[src/rtl/core/macia_pkg.sv]
// Shared types, codes and constants of the MIDI ACIA register block.
package macia_pkg;

   // Item kinds carried on the request tuser.
   typedef enum logic [1:0] {
      CMD_READ  = 2'd0,
      CMD_WRITE = 2'd1,
      CMD_TICK  = 2'd2
   } cmd_type;

   // Configuration register indexes.
   typedef enum logic [1:0] {
      CSR_MODE = 2'd0,
      CSR_CD0  = 2'd1,
      CSR_CD1  = 2'd2,
      CSR_CD2  = 2'd3
   } csr_idx_type;

   // Interrupt routing kinds.
   typedef enum logic [1:0] {
      KIND_NONE = 2'd0,
      KIND_IRQ  = 2'd1,
      KIND_NMI  = 2'd2
   } kind_type;

   localparam int unsigned CsrDataW = 16;

   localparam logic [7:0] ST_IRQ  = 8'h80;
   localparam logic [7:0] ST_OVRN = 8'h20;
   localparam logic [7:0] ST_TDRE = 8'h02;
   localparam logic [7:0] ST_RDRF = 8'h01;
   localparam logic [7:0] CT_RIE  = 8'h80;
   localparam logic [1:0] CD_RESET = 2'd3;
   localparam logic [7:0] CTRL_RESET = 8'h03;
   localparam logic [7:0] RD_EMPTY = 8'hff;

   localparam logic [1:0] PHASE_IDLE = 2'd0;
   localparam logic [1:0] PHASE_LAST = 2'd1;
   localparam logic [1:0] PHASE_SEND = 2'd2;

   localparam logic [15:0] PERIOD_CD0_RST = 16'd1;
   localparam logic [15:0] PERIOD_CD1_RST = 16'd31;
   localparam logic [15:0] PERIOD_CD2_RST = 16'd126;

   typedef struct packed {
      cmd_type     cmd;
      logic [3:0]  addr;
      logic [7:0]  wdata;
      logic        rx_valid;
      logic [7:0]  rx_byte;
   } item_type;

   typedef struct packed {
      logic [7:0]  rdata;
      logic        irq_line;
      logic        nmi_line;
      logic        tx_valid;
      logic [7:0]  tx_byte;
      logic        rx_taken;
   } result_type;

   typedef struct packed {
      logic [1:0]  mode;
      logic [15:0] period_cd0;
      logic [15:0] period_cd1;
      logic [15:0] period_cd2;
   } cfg_type;

   typedef struct packed {
      logic [3:0]  ctrl_a;
      logic [3:0]  stat_a;
      logic [3:0]  tx_a;
      logic [3:0]  rx_a;
      kind_type    kind;
   } map_type;

   // Register address map and interrupt kind for each interface mode.
   function automatic map_type mode_map(input logic [1:0] mode);
      map_type m;
      unique case (mode)
         2'd0:    m = '{ctrl_a: 4'd0, stat_a: 4'd2, tx_a: 4'd1, rx_a: 4'd3, kind: KIND_IRQ};
         2'd1:    m = '{ctrl_a: 4'd8, stat_a: 4'd8, tx_a: 4'd9, rx_a: 4'd9, kind: KIND_IRQ};
         2'd2:    m = '{ctrl_a: 4'd4, stat_a: 4'd6, tx_a: 4'd5, rx_a: 4'd7, kind: KIND_IRQ};
         default: m = '{ctrl_a: 4'd0, stat_a: 4'd2, tx_a: 4'd1, rx_a: 4'd3, kind: KIND_NMI};
      endcase
      return m;
   endfunction

endpackage

[src/rtl/core/macia_csr.sv]
// Configuration registers: interface mode and the three character periods.
module macia_csr
   import macia_pkg::*;
(
   input  logic                clock,
   input  logic                reset,
   input  logic                csr_we,
   input  logic [1:0]          csr_addr,
   input  logic [CsrDataW-1:0] csr_wdata,
   output cfg_type             cfg
);

   cfg_type cfg_ff;
   cfg_type cfg_in;

   always_comb begin
      cfg_in = cfg_ff;
      if (csr_we) begin
         unique case (csr_idx_type'(csr_addr))
            CSR_MODE: cfg_in.mode       = csr_wdata[1:0];
            CSR_CD0:  cfg_in.period_cd0 = csr_wdata[15:0];
            CSR_CD1:  cfg_in.period_cd1 = csr_wdata[15:0];
            CSR_CD2:  cfg_in.period_cd2 = csr_wdata[15:0];
            default:  cfg_in = cfg_ff;
         endcase
      end
   end

   always_ff @(posedge clock) begin
      if (reset) begin
         cfg_ff.mode       <= 2'd0;
         cfg_ff.period_cd0 <= PERIOD_CD0_RST;
         cfg_ff.period_cd1 <= PERIOD_CD1_RST;
         cfg_ff.period_cd2 <= PERIOD_CD2_RST;
      end else begin
         cfg_ff <= cfg_in;
      end
   end

   assign cfg = cfg_ff;

endmodule

[src/rtl/core/macia_core.sv]
// ACIA register state and the one-pass update for a read, write or tick.
module macia_core
   import macia_pkg::*;
(
   input  logic       clock,
   input  logic       reset,
   input  logic       fire,
   input  item_type   item,
   input  cfg_type    cfg,
   output result_type res
);

   logic [7:0]  control_ff, control_in;
   logic [7:0]  status_ff, status_in;
   logic [7:0]  receive_ff, receive_in;
   logic [7:0]  transmit_ff, transmit_in;
   logic [1:0]  phase_ff, phase_in;
   logic        pend_ff, pend_in;
   logic [15:0] count_ff, count_in;
   logic        run_ff, run_in;

   map_type     amap;
   logic [15:0] period_sel;
   logic [15:0] period;

   assign amap = mode_map(cfg.mode);

   // Character period for the current counter divide select; zero acts as one.
   always_comb begin
      unique case (control_ff[1:0])
         2'd0:    period_sel = cfg.period_cd0;
         2'd1:    period_sel = cfg.period_cd1;
         2'd2:    period_sel = cfg.period_cd2;
         default: period_sel = 16'd1;
      endcase
      period = (period_sel == 16'd0) ? 16'd1 : period_sel;
   end

   always_comb begin
      control_in  = control_ff;
      status_in   = status_ff;
      receive_in  = receive_ff;
      transmit_in = transmit_ff;
      phase_in    = phase_ff;
      pend_in     = pend_ff;
      count_in    = count_ff;
      run_in      = run_ff;
      res         = '0;

      unique case (item.cmd)
         CMD_READ: begin
            res.rdata = RD_EMPTY;
            if (item.addr == amap.stat_a) begin
               res.rdata = status_ff;
            end else if (item.addr == amap.rx_a) begin
               status_in = status_in & ~ST_OVRN;
               if (pend_ff) begin
                  status_in = status_in & ~ST_IRQ;
                  pend_in   = 1'b0;
               end
               if ((status_ff & ST_RDRF) != 8'd0) begin
                  status_in = status_in & ~ST_RDRF;
                  res.rdata = receive_ff;
               end
            end
         end
         CMD_WRITE: begin
            if (item.addr == amap.ctrl_a) begin
               if (item.wdata[1:0] != CD_RESET) begin
                  control_in = item.wdata;
                  if (phase_ff == PHASE_IDLE) begin
                     count_in = 16'd1;
                     run_in   = 1'b1;
                  end
               end else begin
                  // Master reset: data registers stay.
                  control_in = CTRL_RESET;
                  status_in  = ST_TDRE;
                  phase_in   = PHASE_IDLE;
                  run_in     = 1'b0;
                  count_in   = 16'd0;
                  pend_in    = 1'b0;
               end
            end else if (item.addr == amap.tx_a) begin
               status_in = status_in & ~ST_IRQ;
               if ((status_ff & ST_TDRE) != 8'd0 && control_ff[1:0] != CD_RESET) begin
                  status_in   = status_in & ~ST_TDRE;
                  transmit_in = item.wdata;
                  if (phase_ff == PHASE_IDLE) begin
                     count_in = 16'd1;
                     run_in   = 1'b1;
                     phase_in = PHASE_SEND;
                  end else if (phase_ff == PHASE_LAST) begin
                     phase_in = PHASE_SEND;
                  end
               end
            end
         end
         CMD_TICK: begin
            if (run_ff) begin
               if (count_ff > 16'd1) begin
                  count_in = count_ff - 16'd1;
               end else begin
                  if (phase_ff == PHASE_SEND) begin
                     res.tx_valid = 1'b1;
                     res.tx_byte  = transmit_ff;
                     status_in    = status_in | ST_TDRE;
                  end
                  if (phase_ff != PHASE_IDLE) begin
                     phase_in = phase_ff - 2'd1;
                  end
                  if ((status_ff & ST_RDRF) == 8'd0 && item.rx_valid) begin
                     receive_in   = item.rx_byte;
                     status_in    = status_in | ST_RDRF;
                     res.rx_taken = 1'b1;
                     if ((control_ff & CT_RIE) != 8'd0) begin
                        status_in = status_in | ST_IRQ;
                        pend_in   = 1'b1;
                     end
                  end
                  count_in = period;
               end
            end
         end
         default: ;
      endcase

      res.irq_line = pend_in && (amap.kind == KIND_IRQ);
      res.nmi_line = pend_in && (amap.kind == KIND_NMI);
   end

   always_ff @(posedge clock) begin
      if (reset) begin
         control_ff  <= CTRL_RESET;
         status_ff   <= ST_TDRE;
         receive_ff  <= 8'd0;
         transmit_ff <= 8'd0;
         phase_ff    <= PHASE_IDLE;
         pend_ff     <= 1'b0;
         count_ff    <= 16'd0;
         run_ff      <= 1'b0;
      end else if (fire) begin
         control_ff  <= control_in;
         status_ff   <= status_in;
         receive_ff  <= receive_in;
         transmit_ff <= transmit_in;
         phase_ff    <= phase_in;
         pend_ff     <= pend_in;
         count_ff    <= count_in;
         run_ff      <= run_in;
      end
   end

endmodule

[src/rtl/core/midi_acia_register_block_unit.sv]
// Top level of the MIDI ACIA register block: stream ports, input and result registers.
//
// A 6850-style serial interface as found on MIDI cartridges. Each request beat
// is one bus read, one bus write or one CPU cycle tick (req_tuser), and each
// gives exactly one response beat with read data, the interrupt lines as seen
// after the beat, any byte sent to MIDI out, and whether the offered MIDI-in
// byte was latched. A beat is held in an input register, runs through one
// pass of register-update logic and lands in a result register, so a new
// beat is taken every clock while the result side keeps up. The response
// shows rsp_tvalid once its beat has moved from the input register into the
// result register; a stalled response holds it back. The input register
// keeps accepting while a finished response waits, up to one beat in each
// stage. The configuration port writes the interface mode (address map and
// IRQ/NMI routing) and the three character periods; write it only while no
// beat is in flight.
module midi_acia_register_block_unit
   import macia_pkg::*;
(
   input  logic        clock,
   input  logic        reset,
   // request stream
   input  logic        req_tvalid,
   output logic        req_tready,
   input  logic [23:0] req_tdata,   // addr[3:0], wdata[11:4], rx_valid[12], rx_byte[20:13]
   input  logic [1:0]  req_tuser,   // cmd[1:0]
   // response stream
   output logic        rsp_tvalid,
   input  logic        rsp_tready,
   output logic [23:0] rsp_tdata,   // rdata[7:0], irq_line[8], nmi_line[9], tx_valid[10],
                                    // tx_byte[18:11], rx_taken[19]
   // configuration write port
   input  logic        csr_we,
   input  logic [1:0]  csr_addr,
   input  logic [15:0] csr_wdata
);

   cfg_type    cfg;
   item_type   item_ff, item_in;
   logic       in_vld_ff;
   result_type res_ff, res_in;
   logic       out_vld_ff;
   logic       advance;
   logic       take;

   // Unpack the request beat.
   always_comb begin
      item_in.cmd      = cmd_type'(req_tuser);
      item_in.addr     = req_tdata[3:0];
      item_in.wdata    = req_tdata[11:4];
      item_in.rx_valid = req_tdata[12];
      item_in.rx_byte  = req_tdata[20:13];
   end

   // Advance when the result register is free or being drained this cycle.
   assign advance    = in_vld_ff && (!out_vld_ff || rsp_tready);
   assign req_tready = !in_vld_ff || advance;
   assign take       = req_tvalid && req_tready;

   macia_csr u_csr (
      .clock     (clock),
      .reset     (reset),
      .csr_we    (csr_we),
      .csr_addr  (csr_addr),
      .csr_wdata (csr_wdata),
      .cfg       (cfg)
   );

   macia_core u_core (
      .clock (clock),
      .reset (reset),
      .fire  (advance),
      .item  (item_ff),
      .cfg   (cfg),
      .res   (res_in)
   );

   // Input register: hold the beat until the core consumes it.
   always_ff @(posedge clock) begin
      if (reset) begin
         in_vld_ff <= 1'b0;
      end else if (req_tready) begin
         in_vld_ff <= req_tvalid;
      end
   end

   always_ff @(posedge clock) begin
      if (take) begin
         item_ff <= item_in;
      end
   end

   // Result register: load on advance, drop once taken.
   always_ff @(posedge clock) begin
      if (reset) begin
         out_vld_ff <= 1'b0;
      end else if (advance) begin
         out_vld_ff <= 1'b1;
      end else if (rsp_tready) begin
         out_vld_ff <= 1'b0;
      end
   end

   always_ff @(posedge clock) begin
      if (advance) begin
         res_ff <= res_in;
      end
   end

   assign rsp_tvalid = out_vld_ff;
   assign rsp_tdata  = {4'd0, res_ff.rx_taken, res_ff.tx_byte, res_ff.tx_valid,
                        res_ff.nmi_line, res_ff.irq_line, res_ff.rdata};

endmodule

[config.mk]
export PLATFORM = sky130hd
export DESIGN_NAME = midi_acia_register_block_unit
export DESIGN_NICKNAME = d
export VERILOG_FILES = /design/src/rtl/core/macia_pkg.sv /design/src/rtl/core/macia_csr.sv /design/src/rtl/core/macia_core.sv /design/src/rtl/core/midi_acia_register_block_unit.sv
export SDC_FILE = /design/constraint.sdc
export NUM_CORES = 1
export LEC_CHECK = 0
export ABC_AREA = 1
export BUFFER_PORTS_ARGS = -buffer_cell sky130_fd_sc_hd__buf_2
export CORE_MARGIN = 4
export CORE_UTILIZATION = 35
export DETAILED_ROUTE_END_ITERATION = 10
export GPL_ROUTABILITY_DRIVEN = 0
export SETUP_SLACK_MARGIN = 0.15
export SYNTH_ARGS = -nofsm -noshare
export SYNTH_HDL_FRONTEND = slang
export SYNTH_SLANG_ARGS = --single-unit
[constraint.sdc]
create_clock -name clock -period 1.8 [get_ports clock]
set_clock_uncertainty 0.05 [all_clocks]
set_input_delay 0.27 -clock clock [delete_from_list [all_inputs] [get_ports clock]]
set_output_delay 0.27 -clock clock [all_outputs]
set_load 0.1 [all_outputs]
==> results.sh <==
export IMPL_status="complete, no violations"
export IMPL_cp_end_kind="register"
export IMPL_grt_overflow_total=0
export IMPL_grt_pass1_wl_mm=29.71
export IMPL_cp_max_fo=7
export IMPL_synth_compound_area_share_pct=10.40
export IMPL_clockRootBuffer="clkbuf_16"
export IMPL_yosysWarnings=0
export IMPL_antenna_found_initial=0
export IMPL_power_density_nw_per_um2=833.0
export IMPL_path_clk_slew_ps=60
export IMPL_synth_most_common_cell="nand2_1"
export IMPL_pre_cts_ws_ps=-65.85
export IMPL_max_freq_mhz=569.1
export IMPL_fin_ws_ps=42.97
export IMPL_syn_to_final_growth_pct=40.98
export IMPL_wl_mm=19.04
export IMPL_leakagePower_nw=4.060
export IMPL_dr_total_vias=6302
export IMPL_synthAdderAreaFrac_pct=1.721
export IMPL_tightest_slew_ps=627.6
export IMPL_core_um2=18150
export IMPL_synth_top_area_cell="dfxtp_1"
export IMPL_viasPerCell=4.859
export IMPL_numPortBuffers=67
export IMPL_synthFlopType="dfxtp_1"
export IMPL_die_width_um=144.7
export IMPL_ys_seq_area_share_pct=48.50
export IMPL_syn_inst=880
export IMPL_grt_use_total_pct=18.00
export IMPL_place_area_um2=7650
export IMPL_synth_area_um2=6543
export IMPL_finalHoldViolCount=0
export IMPL_synth_seq_cells=137
export IMPL_grt_max_degree=61
export IMPL_dp_cells=1215
export IMPL_worstHoldStart="csr_wdata[5]"
export IMPL_cts_tree="done"
export IMPL_die_h_um=144.7
export IMPL_numCtsBuffers=17
export IMPL_ir_drop_v=0.0006470
export IMPL_cts_sinks=137
export IMPL_synth_edf_count=43
export IMPL_setup_viol=0
export IMPL_detail_route_antenna_nets=0
export IMPL_r2r_end="u_core.control_ff[0]$_SDFFE_PP1P_"
export IMPL_drtIter0Drc=542
export IMPL_rows=49
export IMPL_synth_common_cells="nand2_1, nor2_1, dfxtp_1, inv_1, nand3_1"
export IMPL_dr_pass1_iters=5
export IMPL_n_fill_cell=1725
export IMPL_synthMuxAreaShare_pct=0
export IMPL_r2r_start="item_ff[19]$_DFFE_PP_"
export IMPL_grt_setup_unrepaired="true"
export IMPL_slew_viol_final=0
export IMPL_ctsLongestPathBuffers=2
export IMPL_holdWs_ps=51.48
export IMPL_final_area_um2=9224
export IMPL_nets=1113
export IMPL_cts_htree_levels=4
export IMPL_r2r_cells=9
export IMPL_slew_limit_headroom_pct=58.11
export IMPL_synth_xor_area_share_pct=0.8032
export IMPL_drc_errors=0
export IMPL_synth_cell_types=40
export IMPL_critPathKind="register to register"
export IMPL_first_global_vias=6001
export IMPL_syn_area_per_cell_um2=7.435
export IMPL_clk_insertion_delay_late_ps=420
export IMPL_die_area_um2=20940
export IMPL_whs_path_depth=3
export IMPL_synthTopCellsByArea="dfxtp_1, edfxtp_1, nand2_1"
export IMPL_hold_path_class="input port to register"
export IMPL_setup_tns_final_ps=0
export IMPL_fin_cells=1297
export IMPL_ios=75
export IMPL_finalCritPeriodShare_pct=97.61
export IMPL_yosysTopAreaCellShare_pct=28.76
export IMPL_synth_simple_gate_area_share_pct=31.82
export IMPL_critPathLaunchType="register"
export IMPL_synth_async_reset_ratio_pct=0
export IMPL_worstPathArrival_ps=1990
export IMPL_synth_top_family_by_area="simple AND/OR/NAND/NOR gates"
export IMPL_antennaDiodeCount=0
export IMPL_drv_cap=0
export IMPL_wire_per_inst_um=14.68
export IMPL_hpwl_mm=12.23
export IMPL_initial_core_util_pct=36.05
export IMPL_min_to="u_csr.cfg[5]$_SDFFE_PP1P_"
export IMPL_cp_required_ps=2040
export IMPL_drive_above_1_share_pct=31.65
export IMPL_min_period_ps=1757
export IMPL_r2r_setup_slack_ps=40
==> stage by stage <==
stage	power, mW	util [%]
after floorplan	3.986	-
after global placement	4.240	42.15
after detailed placement	4.248	42.15
after CTS	7.688	48.75
after global routing	7.981	50.83
final	7.683	50.83
==> per-layer routing <==
layer / track usage [%] / part of all wire, % / wire length (um) / vias to the layer above
met2: 28.87 / 47 / 8994 / 180
met1: 24.68 / 46 / 8703 / 2892
met4: 6.284 / 1.8 / 342 / 0
met5: 0 / 0 / 0 / -
met3: 3.023 / 5.2 / 994 / 26
li1: - / - / - / 3204
==> worst max-delay path by stage <==
| stage | depth (start not counted) | endpoint | slack (ps) | from |
|---|---|---|---|---|
| after global placement | 7 | u_core.receive_ff[4]$_SDFFE_PP0P_ | -4 | item_ff[21]$_DFFE_PP_ |
| after CTS | 10 | u_core.count_ff[3]$_SDFFE_PP0P_ | 120 | item_ff[19]$_DFFE_PP_ |
| after detailed placement | 7 | u_core.receive_ff[4]$_SDFFE_PP0P_ | -70 | item_ff[21]$_DFFE_PP_ |
| after floorplan | 10 | u_core.transmit_ff[7]$_SDFFE_PP0P_ | -50 | rsp_tvalid$_SDFFE_PP0P_ |
| final | 9 | u_core.control_ff[0]$_SDFFE_PP1P_ | 40 | item_ff[19]$_DFFE_PP_ |
| after global routing | 10 | u_core.control_ff[1]$_SDFFE_PP1P_ | -60 | item_ff[19]$_DFFE_PP_ |
==> cell type report <==
type,instances,area (um2),share of cell area (%)
multi-input cells,641,3503,37.98
flip-flops and latches,137,3199,34.69
repair buffers,183,1369,14.84
clock buffers,21,460.4,4.992
inverters,74,297.8,3.228
well taps,229,286.5,3.106
clock inverters,11,100.1,1.085
repair inverters,1,7.507,0.08139
==> cell usage in the layout (no fill, tap or decap), types with 3 or more instances in the layout <==
cell             n
a31oi_1          3
o211ai_1         5
nor2_4          12
dfxtp_1         83
nand4_4          3
nand3_2          9
o21ai_0         47
edfxtp_1        43
conb_1           4
nand2_2         23
ha_1             4
clkinv_2         4
nand2_4         16
nand3_1         57
inv_4            5
inv_2            8
nor2_1         137
nand4_1          4
dlygate4sd3_1   23
nor2_2          19
buf_12           4
nand3_4          5
inv_1           57
clkinv_4         3
o21ai_1          9
buf_4           76
xor2_1           4
nand2_1        203
buf_2           66
ha_4             5
clkinvlp_4       5
dfxtp_2          6
dfxtp_4          5
buf_6           14
o22ai_1          3
a21oi_1         31
a21oi_2         22
clkbuf_16       17
==> flip-flops by register name, summed over array words and instances (netlist names) <==
register	cells
u_csr.cfg	50
item_ff	23
rsp_tdata	20
u_core.count_ff	16
u_core.receive_ff	8
u_core.transmit_ff	8
u_core.control_ff	3
u_core.status_ff	3
u_core.phase_ff	2
in_vld_ff	1
rsp_tvalid	1
u_core.pend_ff	1
u_core.run_ff	1
==> kinds of logic (layout without fill, tap and decap cells) <==
kind of cell | Yosys count | count (layout)
and+or+nand+nor | 495 | 496
DFF | 137 | 137
adders and majority gates | 9 | 9
buffers and inverters | 106 | 290
other | 1 | 4
xor gates and xnor gates | 6 | 6
AOI/OAI and AO/OA | 126 | 126
==> critical path: stages, from the launching register on <==
cell and delay (ps):
edfxtp_1 440, nand3b_1 180, nand2_4 80, nor2_8 180, nand2_4 100, buf_4 150, buf_4 140, nor2_4 110
buf_6 130, o211ai_1 70
==> where the power goes <==
group	total, mW	internal, mW	switching [mW]
sequential	3.37	3.31	0.0653
combinational	0.989	0.337	0.652
clock	3.32	1.97	1.35
==> repair_timing <==
item,in CTS,in global routing
gates resized for setup,81,85
setup buffers,16,9
endpoints found under the setup margin,61,85
pin swaps,36,46
hold endpoints to repair,23,0
hold buffers,23,0
gates cloned,1,1
Power figures use the tool's default switching activity.
